`src/rtl/mafp_pkg.sv`:
```
// Package for the multi-axis flight PID core: payload structs, register
// indexes, controller states, command and status structs. No dependencies.
`default_nettype none
package mafp_pkg;

  localparam int GAIN_FRAC = 24;
  localparam int NUM_AXES  = 3;

  typedef struct packed {
    logic [1:0]         axis;
    logic signed [15:0] stick;
    logic signed [23:0] gyro_rate;
    logic signed [23:0] attitude_angle;
    logic               throttle_zero;
  } in_item_t;

  typedef struct packed {
    logic [1:0]         axis_out;
    logic signed [15:0] drive;
    logic signed [15:0] p_term;
    logic signed [15:0] i_term;
    logic signed [15:0] d_term;
  } out_item_t;

  typedef enum logic [2:0] {
    REG_FLIGHT_MODE = 3'd0,
    REG_PROP_GAINS  = 3'd1,
    REG_INTEG_GAINS = 3'd2,
    REG_DERIV_GAINS = 3'd3,
    REG_RATE_LIMITS = 3'd4,
    REG_ANGLE_SET   = 3'd5,
    REG_INTEG_LIMIT = 3'd6,
    REG_FILT_ALPHA  = 3'd7
  } reg_idx_t;

  typedef enum logic [2:0] {
    MODE_RATE   = 3'd0,
    MODE_ANGLE  = 3'd1,
    MODE_FBWA   = 3'd2,
    MODE_PROLL  = 3'd3,
    MODE_MANUAL = 3'd4
  } flight_mode_t;

  typedef enum logic [1:0] {
    CTL_PASS  = 2'd0,
    CTL_RATE  = 2'd1,
    CTL_ANGLE = 2'd2
  } ctl_t;

  typedef enum logic [3:0] {
    ST_IDLE, ST_SP1, ST_SP2, ST_ERR, ST_P, ST_I, ST_D, ST_F, ST_SUM, ST_OUT
  } state_t;

  typedef struct packed {
    logic load;
    logic sp1;
    logic sp2;
    logic err;
    logic p;
    logic i;
    logic d;
    logic f;
    logic sum;
  } cmd_t;

  typedef struct packed {
    ctl_t ctl;
  } status_t;

  function automatic ctl_t mode_ctl(input logic [2:0] mode, input logic [1:0] axis);
    ctl_t c;
    c = CTL_PASS;
    if (axis < 2'(NUM_AXES) && axis != 2'd3) begin
      case (mode)
        MODE_RATE:  c = CTL_RATE;
        MODE_ANGLE: c = (axis == 2'd2) ? CTL_RATE : CTL_ANGLE;
        MODE_FBWA:  c = (axis == 2'd2) ? CTL_PASS : CTL_ANGLE;
        MODE_PROLL: c = (axis == 2'd0) ? CTL_ANGLE : CTL_PASS;
        default:    c = CTL_PASS;
      endcase
    end
    return c;
  endfunction

endpackage
`default_nettype wire

```
`src/rtl/mafp_ctrl.sv`:
```
// Controller state machine for the flight PID core.
// Depends on mafp_pkg; drives mafp_datapath through cmd_t.
`default_nettype none
module mafp_ctrl
  import mafp_pkg::*;
(
  input  wire logic    clk,
  input  wire logic    rst_n,
  input  wire logic    in_valid,
  output logic         in_ready,
  output logic         out_valid,
  input  wire logic    out_ready,
  input  wire status_t status,
  output cmd_t         cmd
);
  state_t state_r, state_nxt;

  always_ff @(posedge clk) begin
    if (!rst_n) state_r <= ST_IDLE;
    else        state_r <= state_nxt;
  end

  always_comb begin
    state_nxt = state_r;
    cmd       = '0;
    in_ready  = 1'b0;
    out_valid = 1'b0;
    case (state_r)
      ST_IDLE: begin
        in_ready = 1'b1;
        if (in_valid) begin
          cmd.load  = 1'b1;
          state_nxt = ST_SP1;
        end
      end
      ST_SP1: begin
        cmd.sp1 = 1'b1;
        if (status.ctl == CTL_PASS) state_nxt = ST_SUM;
        else if (status.ctl == CTL_ANGLE) state_nxt = ST_SP2;
        else state_nxt = ST_ERR;
      end
      ST_SP2: begin cmd.sp2 = 1'b1; state_nxt = ST_ERR; end
      ST_ERR: begin cmd.err = 1'b1; state_nxt = ST_P; end
      ST_P:   begin cmd.p = 1'b1; state_nxt = ST_I; end
      ST_I:   begin cmd.i = 1'b1; state_nxt = ST_D; end
      ST_D:   begin cmd.d = 1'b1; state_nxt = ST_F; end
      ST_F:   begin cmd.f = 1'b1; state_nxt = ST_SUM; end
      ST_SUM: begin cmd.sum = 1'b1; state_nxt = ST_OUT; end
      ST_OUT: begin
        out_valid = 1'b1;
        if (out_ready) state_nxt = ST_IDLE;
      end
      default: state_nxt = ST_IDLE;
    endcase
  end

  a_load_idle: assert property (@(posedge clk) disable iff (!rst_n)
    cmd.load |-> state_r == ST_IDLE) else $error("load outside idle");
  a_out_follows_sum: assert property (@(posedge clk) disable iff (!rst_n)
    cmd.sum |=> out_valid) else $error("result not presented after sum");
  a_no_accept_busy: assert property (@(posedge clk) disable iff (!rst_n)
    out_valid |-> !in_ready) else $error("input taken while result pending");
endmodule
`default_nettype wire

```
`src/rtl/mafp_datapath.sv`:
```
// Datapath of the flight PID core: config registers, per-axis state, one
// shared multiplier. Depends on mafp_pkg; sequenced by mafp_ctrl.
`default_nettype none
module mafp_datapath
  import mafp_pkg::*;
(
  input  wire logic        clk,
  input  wire logic        rst_n,
  input  wire logic        cfg_we,
  input  wire logic [2:0]  cfg_idx,
  input  wire logic [47:0] cfg_wdata,
  input  wire in_item_t    in_item,
  input  wire cmd_t        cmd,
  output status_t          status,
  output out_item_t        out_item
);
  logic [2:0]  mode_r;
  logic [47:0] kp_r, ki_r, kd_r, rlim_r, aset_r;
  logic [14:0] ilim_r;
  logic [15:0] alpha_r;

  logic signed [15:0] integ_r [NUM_AXES];
  logic signed [23:0] lerr_r  [NUM_AXES];
  logic signed [23:0] dfilt_r [NUM_AXES];

  in_item_t           it_r;
  ctl_t               ctl_r;
  logic signed [47:0] acc_r;
  logic signed [23:0] err_r;
  logic signed [15:0] p_r, i_r, d_r, drv_r;

  logic [1:0]  ax;
  logic [15:0] kp_s, ki_s, kd_s, rl_s, al_s, mult_s;
  assign ax = it_r.axis;
  assign kp_s   = kp_r[16*ax[1:0] +: 16];
  assign ki_s   = ki_r[16*ax[1:0] +: 16];
  assign kd_s   = kd_r[16*ax[1:0] +: 16];
  assign rl_s   = rlim_r[16*ax[1:0] +: 16];
  assign al_s   = aset_r[16*ax[0] +: 16];
  assign mult_s = aset_r[47:32];

  logic [$clog2(NUM_AXES+1)-1:0] axi;
  logic                          ax_ok;
  assign ax_ok = ax < 2'(NUM_AXES) && ax != 2'd3;
  assign axi   = ax_ok ? ($bits(axi))'(ax) : '0;

  // shared multiplier: signed 33 x unsigned 16
  logic signed [32:0] mul_a;
  logic        [15:0] mul_b;
  logic signed [49:0] mul_y;
  logic signed [25:0] sp_ang;
  logic signed [24:0] diff_e, diff_d;
  logic signed [48:0] sp_full;
  logic signed [24:0] errw;

  assign sp_ang = 26'(acc_r >>> 7) - 26'(it_r.attitude_angle);
  assign diff_e = 25'(err_r) - 25'(lerr_r[axi]);
  assign diff_d = 25'($signed(acc_r[23:0])) - 25'(dfilt_r[axi]);

  always_comb begin
    mul_a = '0;
    mul_b = '0;
    if (cmd.sp1) begin
      mul_a = 33'(it_r.stick);
      mul_b = (ctl_r == CTL_ANGLE) ? al_s : rl_s;
    end else if (cmd.sp2) begin
      mul_a = 33'(sp_ang);
      mul_b = mult_s;
    end else if (cmd.p) begin
      mul_a = 33'(err_r); mul_b = kp_s;
    end else if (cmd.i) begin
      mul_a = 33'(err_r); mul_b = ki_s;
    end else if (cmd.d) begin
      mul_a = 33'(diff_e); mul_b = kd_s;
    end else if (cmd.f) begin
      mul_a = 33'(diff_d); mul_b = alpha_r;
    end
  end
  assign mul_y = mul_a * $signed({1'b0, mul_b});

  function automatic logic signed [15:0] sat16(input logic signed [49:0] x);
    if (x > 50'sd32767) return 16'sh7fff;
    if (x < -50'sd32768) return 16'sh8000;
    return x[15:0];
  endfunction
  function automatic logic signed [23:0] sat24(input logic signed [49:0] x);
    if (x > 50'sd8388607) return 24'sh7fffff;
    if (x < -50'sd8388608) return 24'sh800000;
    return x[23:0];
  endfunction

  logic signed [49:0] shf, inew, sum3, dnew;
  logic signed [15:0] ilim16;
  assign ilim16 = 16'(ilim_r);
  assign shf  = mul_y >>> GAIN_FRAC;
  assign sp_full = (ctl_r == CTL_ANGLE) ? 49'(acc_r) : 49'(acc_r >>> 7);
  assign errw = 25'(sat24(50'(sp_full) - 50'(it_r.gyro_rate)));
  assign inew = 50'(integ_r[axi]) + shf;
  assign dnew = 50'(dfilt_r[axi]) + (mul_y >>> 16);
  assign sum3 = 50'(p_r) + 50'(i_r) + 50'(d_r);

  assign status.ctl = ctl_r;

  always_ff @(posedge clk) begin
    if (!rst_n) begin
      mode_r <= MODE_RATE;
      kp_r <= '0; ki_r <= '0; kd_r <= '0; rlim_r <= '0; aset_r <= '0;
      ilim_r <= 15'd3277;
      alpha_r <= 16'hffff;
    end else if (cfg_we) begin
      case (cfg_idx)
        REG_FLIGHT_MODE: if (cfg_wdata[2:0] <= MODE_MANUAL) mode_r <= cfg_wdata[2:0];
        REG_PROP_GAINS:  kp_r <= cfg_wdata;
        REG_INTEG_GAINS: ki_r <= cfg_wdata;
        REG_DERIV_GAINS: kd_r <= cfg_wdata;
        REG_RATE_LIMITS: rlim_r <= cfg_wdata;
        REG_ANGLE_SET:   aset_r <= cfg_wdata;
        REG_INTEG_LIMIT: ilim_r <= cfg_wdata[14:0];
        REG_FILT_ALPHA:  alpha_r <= cfg_wdata[15:0];
        default: ;
      endcase
    end
  end

  always_ff @(posedge clk) begin
    if (!rst_n) begin
      for (int a = 0; a < NUM_AXES; a++) begin
        integ_r[a] <= '0; lerr_r[a] <= '0; dfilt_r[a] <= '0;
      end
    end else begin
      if (cmd.load && in_item.throttle_zero)
        for (int a = 0; a < NUM_AXES; a++) integ_r[a] <= '0;
      if (cmd.sp1 && ctl_r == CTL_PASS && ax_ok) integ_r[axi] <= '0;
      if (cmd.i) begin
        if (inew > 50'(ilim16)) integ_r[axi] <= ilim16;
        else if (inew < -50'(ilim16)) integ_r[axi] <= -ilim16;
        else integ_r[axi] <= inew[15:0];
      end
      if (cmd.f) begin
        dfilt_r[axi] <= dnew[23:0];
        lerr_r[axi]  <= err_r;
      end
    end
  end

  always_ff @(posedge clk) begin
    if (cmd.load) begin
      it_r  <= in_item;
      ctl_r <= mode_ctl(mode_r, in_item.axis);
    end
    if (cmd.sp1 || cmd.sp2) acc_r <= mul_y[47:0];
    if (cmd.sp1 && ctl_r == CTL_PASS) begin
      p_r <= '0; i_r <= '0; d_r <= '0; drv_r <= it_r.stick;
    end
    if (cmd.err) err_r <= errw[23:0];
    if (cmd.p) p_r <= sat16(shf);
    if (cmd.i) begin
      if (inew > 50'(ilim16)) i_r <= ilim16;
      else if (inew < -50'(ilim16)) i_r <= -ilim16;
      else i_r <= inew[15:0];
    end
    if (cmd.d) acc_r <= 48'(sat24(shf));
    if (cmd.f) d_r <= sat16(dnew);
    if (cmd.sum && ctl_r != CTL_PASS) drv_r <= sat16(sum3);
  end

  assign out_item.axis_out = it_r.axis;
  assign out_item.drive    = drv_r;
  assign out_item.p_term   = p_r;
  assign out_item.i_term   = i_r;
  assign out_item.d_term   = d_r;

  a_integ_bound: assert property (@(posedge clk) disable iff (!rst_n)
    cmd.i |=> (integ_r[$past(axi)] <= ilim16) && (integ_r[$past(axi)] >= -ilim16))
    else $error("integrator outside clamp");
  a_pass_zero: assert property (@(posedge clk) disable iff (!rst_n)
    cmd.sum && ctl_r == CTL_PASS |-> p_r == 0 && i_r == 0 && d_r == 0)
    else $error("passthrough terms not zero");
  a_mode_legal: assert property (@(posedge clk) disable iff (!rst_n)
    mode_r <= MODE_MANUAL) else $error("flight mode out of range");
endmodule
`default_nettype wire

```
`src/rtl/multi_axis_flight_pid_core.sv`:
```
// Top level of the multi-axis flight PID core.
// Depends on mafp_pkg, mafp_ctrl and mafp_datapath.
// One axis sample in, one result out. A rate-controlled axis passes through the
// setpoint, error, P, I, D, filter and sum steps on one shared 33x16 multiplier
// before it presents its result; angle mode adds the setpoint scaling step, and a
// passthrough axis goes from setpoint straight to sum. After the result transfer
// the core returns to idle before the next sample is taken. One sample is worked
// on at a time.
`default_nettype none
module multi_axis_flight_pid_core
  import mafp_pkg::*;
(
  input  wire logic        clk,
  input  wire logic        rst_n,
  input  wire logic        in_valid,
  output logic             in_ready,
  input  wire in_item_t    in_data,
  output logic             out_valid,
  input  wire logic        out_ready,
  output out_item_t        out_data,
  input  wire logic        cfg_valid,
  output logic             cfg_ready,
  input  wire logic [2:0]  cfg_index,
  input  wire logic [47:0] cfg_data
);
  cmd_t    cmd;
  status_t status;

  assign cfg_ready = 1'b1;

  mafp_ctrl u_ctrl (
    .clk, .rst_n, .in_valid, .in_ready, .out_valid, .out_ready,
    .status, .cmd
  );

  mafp_datapath u_dp (
    .clk, .rst_n,
    .cfg_we(cfg_valid), .cfg_idx(cfg_index), .cfg_wdata(cfg_data),
    .in_item(in_data), .cmd, .status, .out_item(out_data)
  );
endmodule
`default_nettype wire

```
`config.mk`:
```
export PLATFORM = sky130hd
export DESIGN_NAME = multi_axis_flight_pid_core
export DESIGN_NICKNAME = d
export VERILOG_FILES = /design/src/rtl/mafp_pkg.sv /design/src/rtl/mafp_ctrl.sv /design/src/rtl/mafp_datapath.sv /design/src/rtl/multi_axis_flight_pid_core.sv
export SDC_FILE = /design/constraint.sdc
export NUM_CORES = 2
export LEC_CHECK = 0
export BUFFER_PORTS_ARGS = -buffer_cell sky130_fd_sc_hd__buf_2
export CAP_MARGIN = 15
export CORE_MARGIN = 2
export CORE_UTILIZATION = 45
export CTS_CLUSTER_SIZE = 40
export DETAILED_ROUTE_END_ITERATION = 8
export GPL_ROUTABILITY_DRIVEN = 0
export HOLD_SLACK_MARGIN = 0.1
export SYNTH_ARGS = -nofsm -noshare
export SYNTH_HDL_FRONTEND = slang
export SYNTH_SLANG_ARGS = --single-unit
```
`constraint.sdc`:
```
create_clock -name clk -period 15.4 [get_ports clk]
set_clock_uncertainty 0.05 [all_clocks]
set_input_delay 1.54 -clock clk [delete_from_list [all_inputs] [get_ports clk]]
set_output_delay 1.54 -clock clk [all_outputs]
set_load 0.02 [all_outputs]
```
==> flow_summary_export.csv <==
group,metric,value,unit
run_status,status,"finished, final reports clean",
floorplan,core-area,133000,um^2
placement,dp_hpwl,159,mm
grt,grt.total_usage,30.8,%
cells_and_area,final_nets,7722,
sta,finalHoldViolations,0,
sta,slew_violations,0,
sta,timing.fmax,0.0669,GHz
worst_setup_path,r2r_cells,70,
sta,worstMarginPinSlew,1.32,ns
clock_tree,cts_max_level,3,
sta,timing.final.crit_share,97.1,%
yosys,synth_edf_count,460,
detailed_routing,via_per_inst,5.83,
run,maxCapViolations,0,
placement,dp_slack,-0.162,ns
clock_tree,clock_sinks,738,
worst_setup_path,endpoint_kind,"flip-flop",
floorplan,die_area,136000,um^2
worst_setup_path,crit_top_cell,"a21o_1",
worst_setup_path,r2r-start,"u_dp.ax[0]",
floorplan,chipHeight,369,um
cells_and_area,drive_gt1_share,15.8,%
yosys,netlist_top_cells_area,"edfxtp_1 23%, fa_1 14%, dfxtp_1 9.3%, ha_1 7.5%, nand2_1 6.6%",
floorplan,rows,134,
worst_setup_path,reg2reg_to,"u_dp.integ_r[1][9]",
worst_setup_path,required,15.75,ns
cells_and_area,areaGrowthSynthToFinish,15.2,%
floorplan,initial_utilization,45.2,%
floorplan,die_w,369,um
detailed_routing,drtIter0Drc,4958,
worst_setup_path,cp_slowest_cell,"fa_1",
grt,antenna_found_initial,19,
placement,placed_area,64500,um^2
yosys,synth_nets,7414,
sta,setup-tns-final,0,ns
yosys,async_reset_ff_share,0,%
clock_tree,worst_skew_pair.late_latency,0.75,ns
hold_path,hp-start,"u_dp.kp_r[33]",
detailed_routing,vias,50500,
sta,finalWorstSetupSlack,0.443,ns
yosys,synth_top_area_share,23.0,%
yosys,synthesis.instances,6504,
grt,grt_first_pass_wirelength,313,mm
yosys,yosys_warnings,0,
yosys,ys.flop_type,"edfxtp_1",
sta,maxSlewHeadroom,12.3,%
hold_path,min_to,"u_dp.kp_r[33]",
worst_setup_path,cp.arrival,15.31,ns
floorplan,io_pins,192,
detailed_routing,wl,214,mm
yosys,mappedNetlistArea,60100,um^2
worst_setup_path,cpLargestDelayFamily,"compound AO/OA/AOI/OAI gates",
hold_path,worstHoldPathCells,2,
hold_path,min-delay-path-class,"flip-flop to flip-flop",
detailed_routing,drcViolationCount,0,
clock_tree,cts_root_buffer,"clkbuf_16",
clock_tree,clockBufferDepth,3,
placement,portBuffers,190,
worst_setup_path,cp.depth,70,
cells_and_area,final_util,52.1,%
worst_setup_path,crit_type,"flip-flop to flip-flop",
clock_tree,cts_hold_buf,0,
clock_tree,numCtsBuffers,88,
worst_setup_path,path_buf_inv,13,
yosys,seq_area_frac_synth,32.2,%
sta,min_period,14.96,ns
yosys,ys_ff_latch,738,
grt,grt_pass1_vias,49200,
worst_setup_path,startpoint_type,"flip-flop",
detailed_routing,ant_nets,0,
worst_setup_path,crit_fanout,12,
yosys,yosysMostFrequentCell,"nand2_1",
clock_tree,clk_pin_slew,0.06,ns
cells_and_area,n_fill_cell,12100,
clock_tree,cts_tree,"done",
sta,final-setup-viol-count,0,
yosys,syn_area_per_cell,9.24,um^2
worst_setup_path,slowest_delay,0.54,ns
grt,grt_overflow,0,
yosys,synthDistinctLibCells,112,
yosys,synthTopCellsByCount,"1052 x nand2_1, 698 x inv_1, 460 x edfxtp_1",
cells_and_area,final_area,69300,um^2
grt,grt_max_degree,124,
worst_setup_path,r2r_slack,0.44,ns
detailed_routing,wl_per_cell,24.7,um
yosys,synth_top_cell_by_area,"edfxtp_1",
detailed_routing,detail_route.first_pass.iterations,6,
## flip-flops by register name, summed over array words and instances, names as in the netlist, 24 cells and up
name          cells
u_dp.ki_r        48
u_dp.rlim_r      48
u_dp.kp_r        48
u_dp.it_r        64
u_dp.integ_r     64
u_dp.aset_r      48
u_dp.acc_r       48
u_dp.lerr_r      96
u_dp.dfilt_r     96
u_dp.kd_r        48
u_dp.err_r       24
## worst reg2reg max path: cells and delay by family, from the launching register on
family,cells,cell delay (ns)
buffers and inverters,13,1.73
AO/OA/AOI/OAI,30,5.48
flip-flops,1,0.48
adder cells (fa/ha/maj),11,4.14
multiplexers,2,0.60
XOR/XNOR,2,0.35
AND/OR/NAND/NOR,12,1.78
## cells by family after synthesis
family          count (synthesis)  synth area share, %
xor+xnor                      226                 3.34
mux                           205                 4.87
other cells                     1              0.00624
compound gates               1388                 15.4
buf+inv                      1016                 6.46
fa+ha+maj                     795                 21.8
simple gates                 2135                 15.8
flops                         738                 32.2
## how the worst max path moves through the flow
stage	startpoint	to	slack, ns
finish	u_dp.ax[0]	u_dp.integ_r[1][9]	0.44
global route	u_dp.ax[1]	u_dp.integ_r[1][9]	-0.08
CTS	u_dp.ax[1]	u_dp.integ_r[3][2]	0.03
detailed placement	u_dp.ax[1]	u_dp.integ_r[3][14]	-0.16
global placement	u_dp.ax[1]	u_dp.integ_r[3][1]	0.09
floorplan	u_dp.ax[0]	u_dp.integ_r[0][8]	0.04
## final cells by class
class	instances	area [um^2]	area share, %
sequential	738	19400	28.0
clock buffer	111	2380	3.44
antenna	9	22.5	0.0325
tap	1768	2210	3.19
inverter	702	2640	3.81
clock inverter	49	731	1.06
multi-input combinational	4750	38100	55.0
timing repair buffer	532	3780	5.46
## stage by stage
stage                     hold WS (ns)  instances
after floorplan                  0.376       6504
final                            0.413       8659
after CTS                        0.416       8583
after detailed placement         0.400       8417
after global placement           0.399       8417
after global routing             0.427       8650
## placed cells by master, fill, tap and decap left out, types with 145 or more instances in the layout
master / Yosys / routed
fa_1: 425 / 416
nor2_1: 444 / 429
ha_1: 362 / 339
buf_4: 7 / 314
a21oi_1: 374 / 338
buf_2: 19 / 189
and2_1: 150 / 145
inv_1: 698 / 688
dfxtp_1: 278 / 278
edfxtp_1: 460 / 460
o21ai_0: 225 / 199
nand2_1: 1052 / 1037
a21boi_0: 262 / 257
## routing by layer
metal  GRT usage, %  part of all wire (%)  vias to the layer above  routed length [um]
met5              0                 0.035                        -                  74
met2           49.2                    45                     2191               97000
met1           39.3                    40                    24900               84500
met3           6.55                   8.9                      550               19000
met4           15.7                   6.1                       12               13100
li1               -                     -                    22800                   -
## timing repair
action                     CTS  global route
resized for setup           21           222
pin swaps                    5           116
setup buffers                5            62
cloned                       1             5
setup endpoints to repair   80            83
Power is left out: the tool's default activity adds up to more than one toggle a clock period on the data nets, which glitch-free logic cannot reach.
